--- src/rtl/rbsh_pkg.sv ---
// Shared types, constants and float helpers for the ray/box slab test.
// No dependencies; every other file in rtl/ imports this package.
`default_nettype none

package rbsh_pkg;

  localparam int unsigned NUM_LANES    = 3;
  localparam int unsigned FP_W         = 32;
  localparam int unsigned SUB_STAGES   = 4;
  localparam int unsigned DIV_STEPS    = 27;
  localparam int unsigned DIV_STAGES   = DIV_STEPS + 2;
  localparam int unsigned LANE_LAT     = SUB_STAGES + DIV_STAGES;
  localparam int unsigned MERGE_STAGES = 3;
  localparam int unsigned TOTAL_LAT    = LANE_LAT + MERGE_STAGES;

  localparam logic [31:0] EPS_BITS = 32'h3400_0000;
  localparam logic [31:0] BIG_BITS = 32'h7F7F_FFFF;
  localparam logic [31:0] QNAN_BITS = 32'h7FC0_0000;

  // unpacked single: man has its leading one at bit 23 unless a flag is set
  typedef struct packed {
    logic               nan;
    logic               inf;
    logic               zero;
    logic               sign;
    logic signed [9:0]  ex;
    logic [23:0]        man;
  } ufp_t;

  // what one lane hands to the merge stage
  typedef struct packed {
    logic        live;
    logic        outside;
    logic [31:0] t1;
    logic [31:0] t2;
  } lane_res_t;

  function automatic logic fp_nan(logic [31:0] a);
    return (a[30:23] == 8'hFF) && (a[22:0] != 23'd0);
  endfunction

  // monotonic key for ordering non-NaN floats
  function automatic logic [31:0] fp_key(logic [31:0] a);
    return a[31] ? ~a : {1'b1, a[30:0]};
  endfunction

  function automatic logic fp_lt(logic [31:0] a, logic [31:0] b);
    logic both_zero;
    both_zero = (a[30:0] == 31'd0) && (b[30:0] == 31'd0);
    return !fp_nan(a) && !fp_nan(b) && !both_zero && (fp_key(a) < fp_key(b));
  endfunction

  function automatic logic fp_le(logic [31:0] a, logic [31:0] b);
    logic both_zero;
    both_zero = (a[30:0] == 31'd0) && (b[30:0] == 31'd0);
    return !fp_nan(a) && !fp_nan(b) && (both_zero || (fp_key(a) <= fp_key(b)));
  endfunction

  // leading zero count, 28 when the word is zero
  function automatic logic [4:0] lzc28(logic [27:0] v);
    logic [4:0] n;
    logic       found;
    n     = 5'd28;
    found = 1'b0;
    for (int i = 27; i >= 0; i--) begin
      if (!found && v[i]) begin
        n     = 5'(27 - i);
        found = 1'b1;
      end
    end
    return n;
  endfunction

endpackage

`default_nettype wire

--- src/rtl/rbsh_merge.sv ---
// Merges the three axis results into hit flag and entry distance.
// Depends on rbsh_pkg (lane_res_t, compare helpers). Three register stages.
`default_nettype none

module rbsh_merge
  import rbsh_pkg::*;
(
  input  wire logic        clk_i,
  input  wire logic        en_i,
  input  wire lane_res_t   lane_i [NUM_LANES],
  output logic             hit_o,
  output logic [31:0]      dist_o
);

  typedef struct packed {
    logic        live;
    logic        miss;
    logic [31:0] near;
    logic [31:0] far;
  } axis_t;

  axis_t       ax_d [NUM_LANES];
  axis_t       ax_q [NUM_LANES];
  logic        miss_d, miss_q;
  logic [31:0] tmin_d, tmin_q, tmax_d, tmax_q;
  logic        hit_d, hit_q;
  logic [31:0] dist_d, dist_q;

  // per axis: behind test and near/far order
  for (genvar a = 0; a < NUM_LANES; a++) begin : g_axis
    always_comb begin
      logic behind;
      behind        = fp_lt(lane_i[a].t1, 32'd0) && fp_lt(lane_i[a].t2, 32'd0);
      ax_d[a].live  = lane_i[a].live;
      ax_d[a].miss  = lane_i[a].outside || (lane_i[a].live && behind);
      ax_d[a].near  = fp_lt(lane_i[a].t1, lane_i[a].t2) ? lane_i[a].t1 : lane_i[a].t2;
      ax_d[a].far   = fp_lt(lane_i[a].t2, lane_i[a].t1) ? lane_i[a].t1 : lane_i[a].t2;
    end
  end

  // running entry and exit over live axes
  always_comb begin
    miss_d = 1'b0;
    tmin_d = EPS_BITS;
    tmax_d = BIG_BITS;
    for (int a = 0; a < NUM_LANES; a++) begin
      miss_d = miss_d || ax_q[a].miss;
      if (ax_q[a].live && fp_lt(tmin_d, ax_q[a].near)) begin
        tmin_d = ax_q[a].near;
      end
      if (ax_q[a].live && fp_lt(ax_q[a].far, tmax_d)) begin
        tmax_d = ax_q[a].far;
      end
    end
  end

  // final overlap check
  always_comb begin
    hit_d  = !miss_q && fp_le(tmin_q, tmax_q);
    dist_d = hit_d ? tmin_q : BIG_BITS;
  end

  always_ff @(posedge clk_i) begin
    if (en_i) begin
      ax_q   <= ax_d;
      miss_q <= miss_d;
      tmin_q <= tmin_d;
      tmax_q <= tmax_d;
      hit_q  <= hit_d;
      dist_q <= dist_d;
    end
  end

  assign hit_o  = hit_q;
  assign dist_o = dist_q;

endmodule

`default_nettype wire

--- config.mk ---
export PLATFORM = sky130hd
export DESIGN_NAME = rbsh_merge
export DESIGN_NICKNAME = d
export VERILOG_FILES = /design/src/rtl/rbsh_pkg.sv /design/src/rtl/rbsh_merge.sv
export SDC_FILE = /design/constraint.sdc
export NUM_CORES = 1
export LEC_CHECK = 0
export BUFFER_PORTS_ARGS = -buffer_cell sky130_fd_sc_hd__buf_2
export CAP_MARGIN = 10
export CORE_ASPECT_RATIO = 1.1
export CORE_MARGIN = 2
export CORE_UTILIZATION = 50
export DETAILED_ROUTE_END_ITERATION = 12
export PLACE_DENSITY = 0.8
export SLEW_MARGIN = 25
export SYNTH_ARGS = -nofsm -noshare
export SYNTH_HDL_FRONTEND = slang
export SYNTH_SLANG_ARGS = --single-unit
--- constraint.sdc ---
create_clock -name clk_i -period 18.25 [get_ports clk_i]
set_input_delay 0 -clock clk_i [delete_from_list [all_inputs] [get_ports clk_i]]
set_output_delay 0 -clock clk_i [all_outputs]
set_load 0.02 [all_outputs]
==> impl_metrics.toml, run 1 <==
[run_status]
outcome = "complete, no violations"

[timing]
setup_viol = 0
slew_headroom_pct = 32.8
finalCriticalPeriod_ns = 9.15
timing.fmax_ghz = 0.109
min_period_over_period_pct = 50.1
tightestPinTransition_ns = 1.01
maxSlewViolCount = 0
fin_worst_skew_ns = 0.0274
hold_viol = 0
rsz0062_at_grt = "false"
whs_ns = 0.125
tns_ns = 0

[logic_synthesis]
synth_warnings = 0
async_flop_share_pct = 0
synth_top_family_by_area = "XOR/XNOR gates"
synth-compound-area-share_pct = 7.04
synth.cell_area_mm2 = 0.0251
syn_nets = 2778
synth_common_cells = "edfxtp_1 (296), ha_1 (252), xor2_1 (250)"
synth_seq_cells = 296
synthFlopType = "edfxtp_1"
synthSimpleGateAreaFrac_pct = 12.8
synthDominantAreaCellType = "edfxtp_1"
synth_area_leaders = "edfxtp_1 (35%), ha_1 (13%), mux2_2 (10%), xor2_1 (8.7%), xnor2_1 (6.6%)"
synth-edff-count = 296
synth-xor-area-share_pct = 15.3
synthAdderAreaFrac_pct = 12.5
synth_top_cell_area_share_pct = 35.4
synth.most_common_cell = "edfxtp_1"
yosys.cell_types.count = 66
yosys-mux-area-fraction_pct = 14.3
synthCells = 2326
synth.avg_cell_area_um2 = 10.8
seq_area_frac_synth_pct = 35.4

[die]
rows = 86
initial_core_util_pct = 50.3
ioPinCount = 233
core_mm2 = 0.0499
fp.dieH_um = 239
dieArea_mm2 = 0.0521
die_x_um = 218

[routing]
post_drt_wl_per_cell_um = 25.0
vias = 22000
ant_nets = 0
initialDrtViolationCount = 2325
first_pass_iters = 5
routed_wl_mm = 87.1
avgViaCountPerCell = 6.31
drc = 0

[global_route]
grt_overflow = 0
grt_max_degree = 134
grt_usage_pct = 32.8
grt_pass1_vias = 22100
grt_pass1_wl_mm = 130
antenna_found_initial = 3

[worst_setup_path]
worstPathMaxFanout = 60
path_class = "register to register"
cp.arrival_ns = 9.50
cp.required_ns = 18.60
cp-end-kind = "register"
cp-start-kind = "register"

[clocking]
clk_pin_slew_ns = 0.06
cts_tree = "built"
cts_sinks = 296
post_cts_buffers = 0
clock_latency_ns = 0.62
cts_buffers = 31
h-tree-depth = 1
cts-root-buf = "clkbuf_16"
cts_max_path_buffers = 3

[min_path]
min_path_type = "input pin to register"

[cells_and_area]
nets = 3247
multi_input_comb_area_mm2 = 0.0157
final_cells = 3481
fill_cells = 3805
register_area_mm2 = 0.00889
drive_gt1_share_pct = 21.4
area_growth_syn_to_layout_pct = 22.9
fin_util_pct = 61.9

[placed_design]
port_buffers = 232
placedCellCount = 3132
dp_hpwl_mm = 61.1
gp_congestion = 0.979

[pwr]
p_leak_uw = 0.0124
peakVddDrop_mv = 0.0956
power.density_mw_per_mm2 = 93.4
power_uw = 2880

[run]
cap_violations = 0
## timing repair
item / CTS / global route
hold buffers: 285 / 1
resized for setup: 0 / 0
hold endpoints to repair: 192 / 41
## kinds of logic after synthesis
group	count (synthesis)
AOI/OAI and AO/OA	274
xor gates and xnor gates	440
adders and majority gates	252
buffers and inverters	158
DFF	296
muxes	319
other	1
and+or+nand+nor	586
## layout by cell type, fill, tap and decap left out, types with 5 or more instances in the layout
cell type / count
nand3_1: 27
nor2b_1: 13
o21a_1: 13
xor2_1: 250
a211oi_1: 11
buf_4: 20
nand3b_1: 33
clkbuf_16: 31
and2_1: 28
o211ai_1: 11
edfxtp_1: 296
and3_1: 15
xnor2_1: 190
a2111oi_0: 10
o21ai_0: 66
nor2_1: 80
inv_1: 51
dlygate4sd3_1: 286
clkinv_1: 7
mux2_4: 24
or4_1: 9
a21o_1: 41
a21oi_1: 71
or2_2: 34
nand4_1: 80
nor4_1: 97
buf_2: 230
ha_1: 252
nand2_1: 103
nor3_1: 37
mux2i_1: 62
or3_1: 5
clkinv_2: 5
mux2_2: 232
nand2b_1: 9
## worst max-delay path, cell delays in order, from the launching register on
cell and delay (ns):
edfxtp_1 0.35, buf_4 0.30, nand4b_1 0.23, or4_1 0.48, o22ai_1 0.23, a21o_1 0.21
nand2b_1 0.12, buf_4 0.47, nor2_1 0.16, ha_1 0.36, nand4_1 0.10, nor3_1 0.29
o2111ai_1 0.21, or4b_2 0.71, nand3_2 0.09, buf_4 0.48, mux2_2 0.89, xor2_1 0.15
ha_1 0.33, a2111oi_0 0.51, o21ai_0 0.17, a311oi_1 0.30, o311ai_0 0.18, a31oi_1 0.24
o2111ai_1 0.19, mux2i_4 0.18, buf_4 0.48, mux2_2 0.40
## final cells by class
type | count | share of cell area (%)
flip-flops and latches | 296 | 28.8
multi-input cells | 1872 | 50.8
inverters | 51 | 0.620
clock inverters | 22 | 0.681
repair buffers | 543 | 13.9
diodes | 2 | 0.0162
clock buffers | 35 | 2.56
well taps | 660 | 2.67
## report_power, final
group	total (uW)	internal, uW	switching [uW]	leakage, uW
logic	1230	573	654	0.00903
clock network	641	355	286	0.000483
registers	1020	884	134	0.00286
total	2880	1810	1070	0.0124
## state kept, by name, indices dropped and copies added (netlist names)
signal and count:
ax_q 198, dist_o 32, hit_o 1, miss_q 1, tmax_q 32, tmin_q 32
## per-stage QoR
stage | cell area, um^2 | worst slack, ns
3_5_place_dp | 26900 | 9.25
3_3_place_gp | 26900 | 9.44
6_report | 30900 | 9.10
4_1_cts | 30800 | 9.21
5_1_grt | 30900 | 8.61
2_1_floorplan | 25100 | 10.99
## routing by layer
metal	vias up	track usage [%]	share of wire [%]
li1	9639	-	-
met1	10500	39.0	37
met2	1390	55.4	48
met3	423	5.42	8.3
met4	0	20.7	7.3
met5	-	0	0
## worst paths after layout
kind | start | slack (ns) | endpoint | cells after the start
min | lane_i[131] | 0.12 | ax_q[131] | 2
max reg2reg | ax_q[163] | 9.10 | tmax_q[0] | 27
max | ax_q[163] | 9.10 | tmax_q[0] | 27
min reg2reg | tmin_q[8] | 0.64 | dist_o[8] | 1
No activity file was read; power rests on OpenSTA's default activity.
==> run 2, diff against run 1 <==
ABC_AREA = 1   (was unset)
clock period = 9.55 ns   (was 18.25 ns; I/O delays follow)
==> run 2 against run 1 <==
Area after synthesis is 0.64% higher. Critical path type unchanged. Hold slack worse by 0.12 ns. Clock power up 97%. Combinational power up 120%. Sequential power up 99%. Global-route usage shrank 1.0 points. Critical endpoint is now tmin_q[24]. Cell count increased by 19%. Via count up 12%.
==> impl_metrics.toml, run 2 <==
[worst_setup_path]
crit_buf_inv = 4
timing.rr.end = "tmin_q[24]"
reg2reg_slack_ns = 1.56
cp-end-kind = "register"
critPathSlowestCell = "nand2_2"
cp.arrival_ns = 8.32
critical_path.max_stage_delay_ns = 0.68
rr_startpoint = "ax_q[195]"
critical-path-top-delay-family = "simple AND/OR/NAND/NOR gates"
cp-start-kind = "register"
worstPathMaxFanout = 52
cp.required_ns = 9.88
path_class = "register to register"
reg2regPathDepth = 29
cpMostUsedCell = "nand2_1"

[logic_synthesis]
yosys.cell_types.count = 56
synth_warnings = 0
synth_top_cell_area_share_pct = 35.1
synth.avg_cell_area_um2 = 8.35
seq_area_frac_synth_pct = 35.1
synth.most_common_cell = "nand2_1"
synthCells = 3028
synth_seq_cells = 296
synth_common_cells = "nand2_1 (638), edfxtp_1 (296), xor2_1 (268)"
synthFlopType = "edfxtp_1"
synthDominantAreaCellType = "edfxtp_1"
synth.cell_area_mm2 = 0.0253
async_flop_share_pct = 0
synth-edff-count = 296
syn_nets = 3480
synth_area_leaders = "edfxtp_1 (35%), ha_1 (12%), nand2_1 (9.5%), xor2_1 (9.3%), xnor2_1 (6.5%)"

[die]
fp.dieH_um = 240
core_mm2 = 0.0500
ioPinCount = 233
die_x_um = 218
dieArea_mm2 = 0.0524
initial_core_util_pct = 50.5
rows = 86

[timing]
tightestPinTransition_ns = 1.03
hold_viol = 0
finalCriticalPeriod_ns = 7.99
tns_ns = 0
slew_headroom_pct = 31.6
timing.fmax_ghz = 0.125
setup_viol = 0
maxSlewViolCount = 0
rsz0062_at_grt = "false"
fin_worst_skew_ns = 0.0126
min_period_over_period_pct = 83.7

[clocking]
cts_max_path_buffers = 3
cts_resized = 0
cts_tree = "built"
h-tree-depth = 1
post_cts_buffers = 0
cts-root-buf = "clkbuf_16"
cts_sinks = 296
clk_pin_slew_ns = 0.06
cts_buffers = 31
clock_latency_ns = 0.59

[placed_design]
dp_hpwl_mm = 59.5
gp_congestion = 1.05
placedCellCount = 3803
port_buffers = 232
placed_area_mm2 = 0.0268

[cells_and_area]
nets = 3897
fill_cells = 3973
area_growth_syn_to_layout_pct = 21.1
largest-register = "ax_q"
register_area_mm2 = 0.00889
drive_gt1_share_pct = 10.2
final_cells = 4131
layout_commonest_cell = "nand2_1"
multi_input_comb_area_mm2 = 0.0149
fin_util_pct = 61.2
final_area_mm2 = 0.0306
largest_reg_flops = 198
layout_common_cells = "nand2_1 (638), edfxtp_1 (296), xor2_1 (268), dlygate4sd3_1 (268), o21ai_0 (261)"

[global_route]
grt_pass1_vias = 23700
grt_pass1_wl_mm = 129
grt_overflow = 0
grt_max_degree = 83
antenna_found_initial = 3
grt_usage_pct = 31.8

[min_path]
min_path_type = "input pin to register"
hold_end = "ax_q[134]"
hold_start = "lane_i[166]"
hold_depth = 3

[pwr]
power.density_mw_per_mm2 = 195
power_uw = 5980
p_leak_uw = 0.0133
peakVddDrop_mv = 0.171

[routing]
vias = 24500
ant_nets = 0
routed_wl_mm = 85.0
initialDrtViolationCount = 2626
post_drt_wl_per_cell_um = 20.6
avgViaCountPerCell = 5.94
drc = 0
first_pass_iters = 7

[run]
cap_violations = 0

[run_status]
outcome = "complete, no violations"
-- run 2: cell count changes after synthesis, sizes merged, moves of 28 or more --
| cell | previous run | this run |
|---|---|---|
| o21ai | 67 | 283 |
| and2 | 29 | 1 |
| inv | 51 | 244 |
| mux2i | 63 | 0 |
| nand2 | 103 | 646 |
| mux2 | 256 | 1 |
| nand3 | 28 | 157 |
| a21o | 41 | 4 |
| nand3b | 33 | 2 |
| nor2 | 80 | 168 |
-- run 2: report_power, final --
part	switching, uW	total, uW	internal [uW]
combinational	1630	2700	1060
clock	549	1260	709
sequential	277	2030	1750
-- run 2: stage by stage --
step                      hold WS [ns]  worst slack, ns
final                          0.00277             1.56
after floorplan                 0.0989             3.50
after global routing           0.00637            0.924
after global placement           0.206             1.98
after detailed placement         0.198             1.84
after CTS                     0.000609             1.82
-- run 2: how the worst max path moves through the flow --
| stage | startpoint | end | slack, ns | depth (start not counted) |
|---|---|---|---|---|
| after floorplan | ax_q[163] | tmax_q[22] | 3.50 | 40 |
| after global placement | ax_q[195] | tmin_q[30] | 1.98 | 30 |
| after detailed placement | ax_q[163] | tmax_q[27] | 1.84 | 38 |
| after CTS | ax_q[163] | tmax_q[27] | 1.82 | 38 |
| after global routing | ax_q[163] | tmax_q[30] | 0.92 | 38 |
| final | ax_q[195] | tmin_q[24] | 1.56 | 29 |
-- run 2: cell families (layout without fill, tap and decap cells) --
family                     Yosys count  count (layout)  synth area share [%]
and+or+nand+nor                   1197            1197                  20.9
xor gates and xnor gates           455             455                  15.8
AOI/OAI and AO/OA                  448             448                  9.68
buffers and inverters              378             818                  5.99
DFF                                296             296                  35.1
adders and majority gates          252             252                  12.5
other                                1               4                0.0148
muxes                                1               1                0.0445
-- run 2: what timing repair did --
action	CTS	global route
endpoints found under the setup margin	0	0
hold buffers	266	2
endpoints found under the hold margin	250	2
-- run 2: layer usage --
layer  GRT usage, %  vias to the layer above  part of all wire (%)
li1               -                    11200                     -
met1           37.3                    11200                    36
met2           52.4                     1555                    46
met3           4.86                      497                   8.2
met4           24.4                        4                   9.2
met5              0                        -                 0.031
-- run 2: layout make-up --
class | instances | share of cell area, %
Antenna cell | 3 | 0.0245
Clock buffer | 34 | 2.57
Clock inverter | 22 | 0.825
Inverter | 244 | 3.00
Multi-Input combinational cell | 2354 | 48.8
Sequential cell | 296 | 29.0
Tap cell | 660 | 2.70
Timing Repair Buffer | 518 | 13.1
-- run 2: worst register-to-register path, delay by kind of cell (launching register included) --
kind,cells,cell delay [ns]
and+or+nand+nor,16,3.75
AOI/OAI and AO/OA,6,1.51
buffers and inverters,4,1.15
adders and majority gates,2,0.53
DFF,1,0.52
xor gates and xnor gates,1,0.27
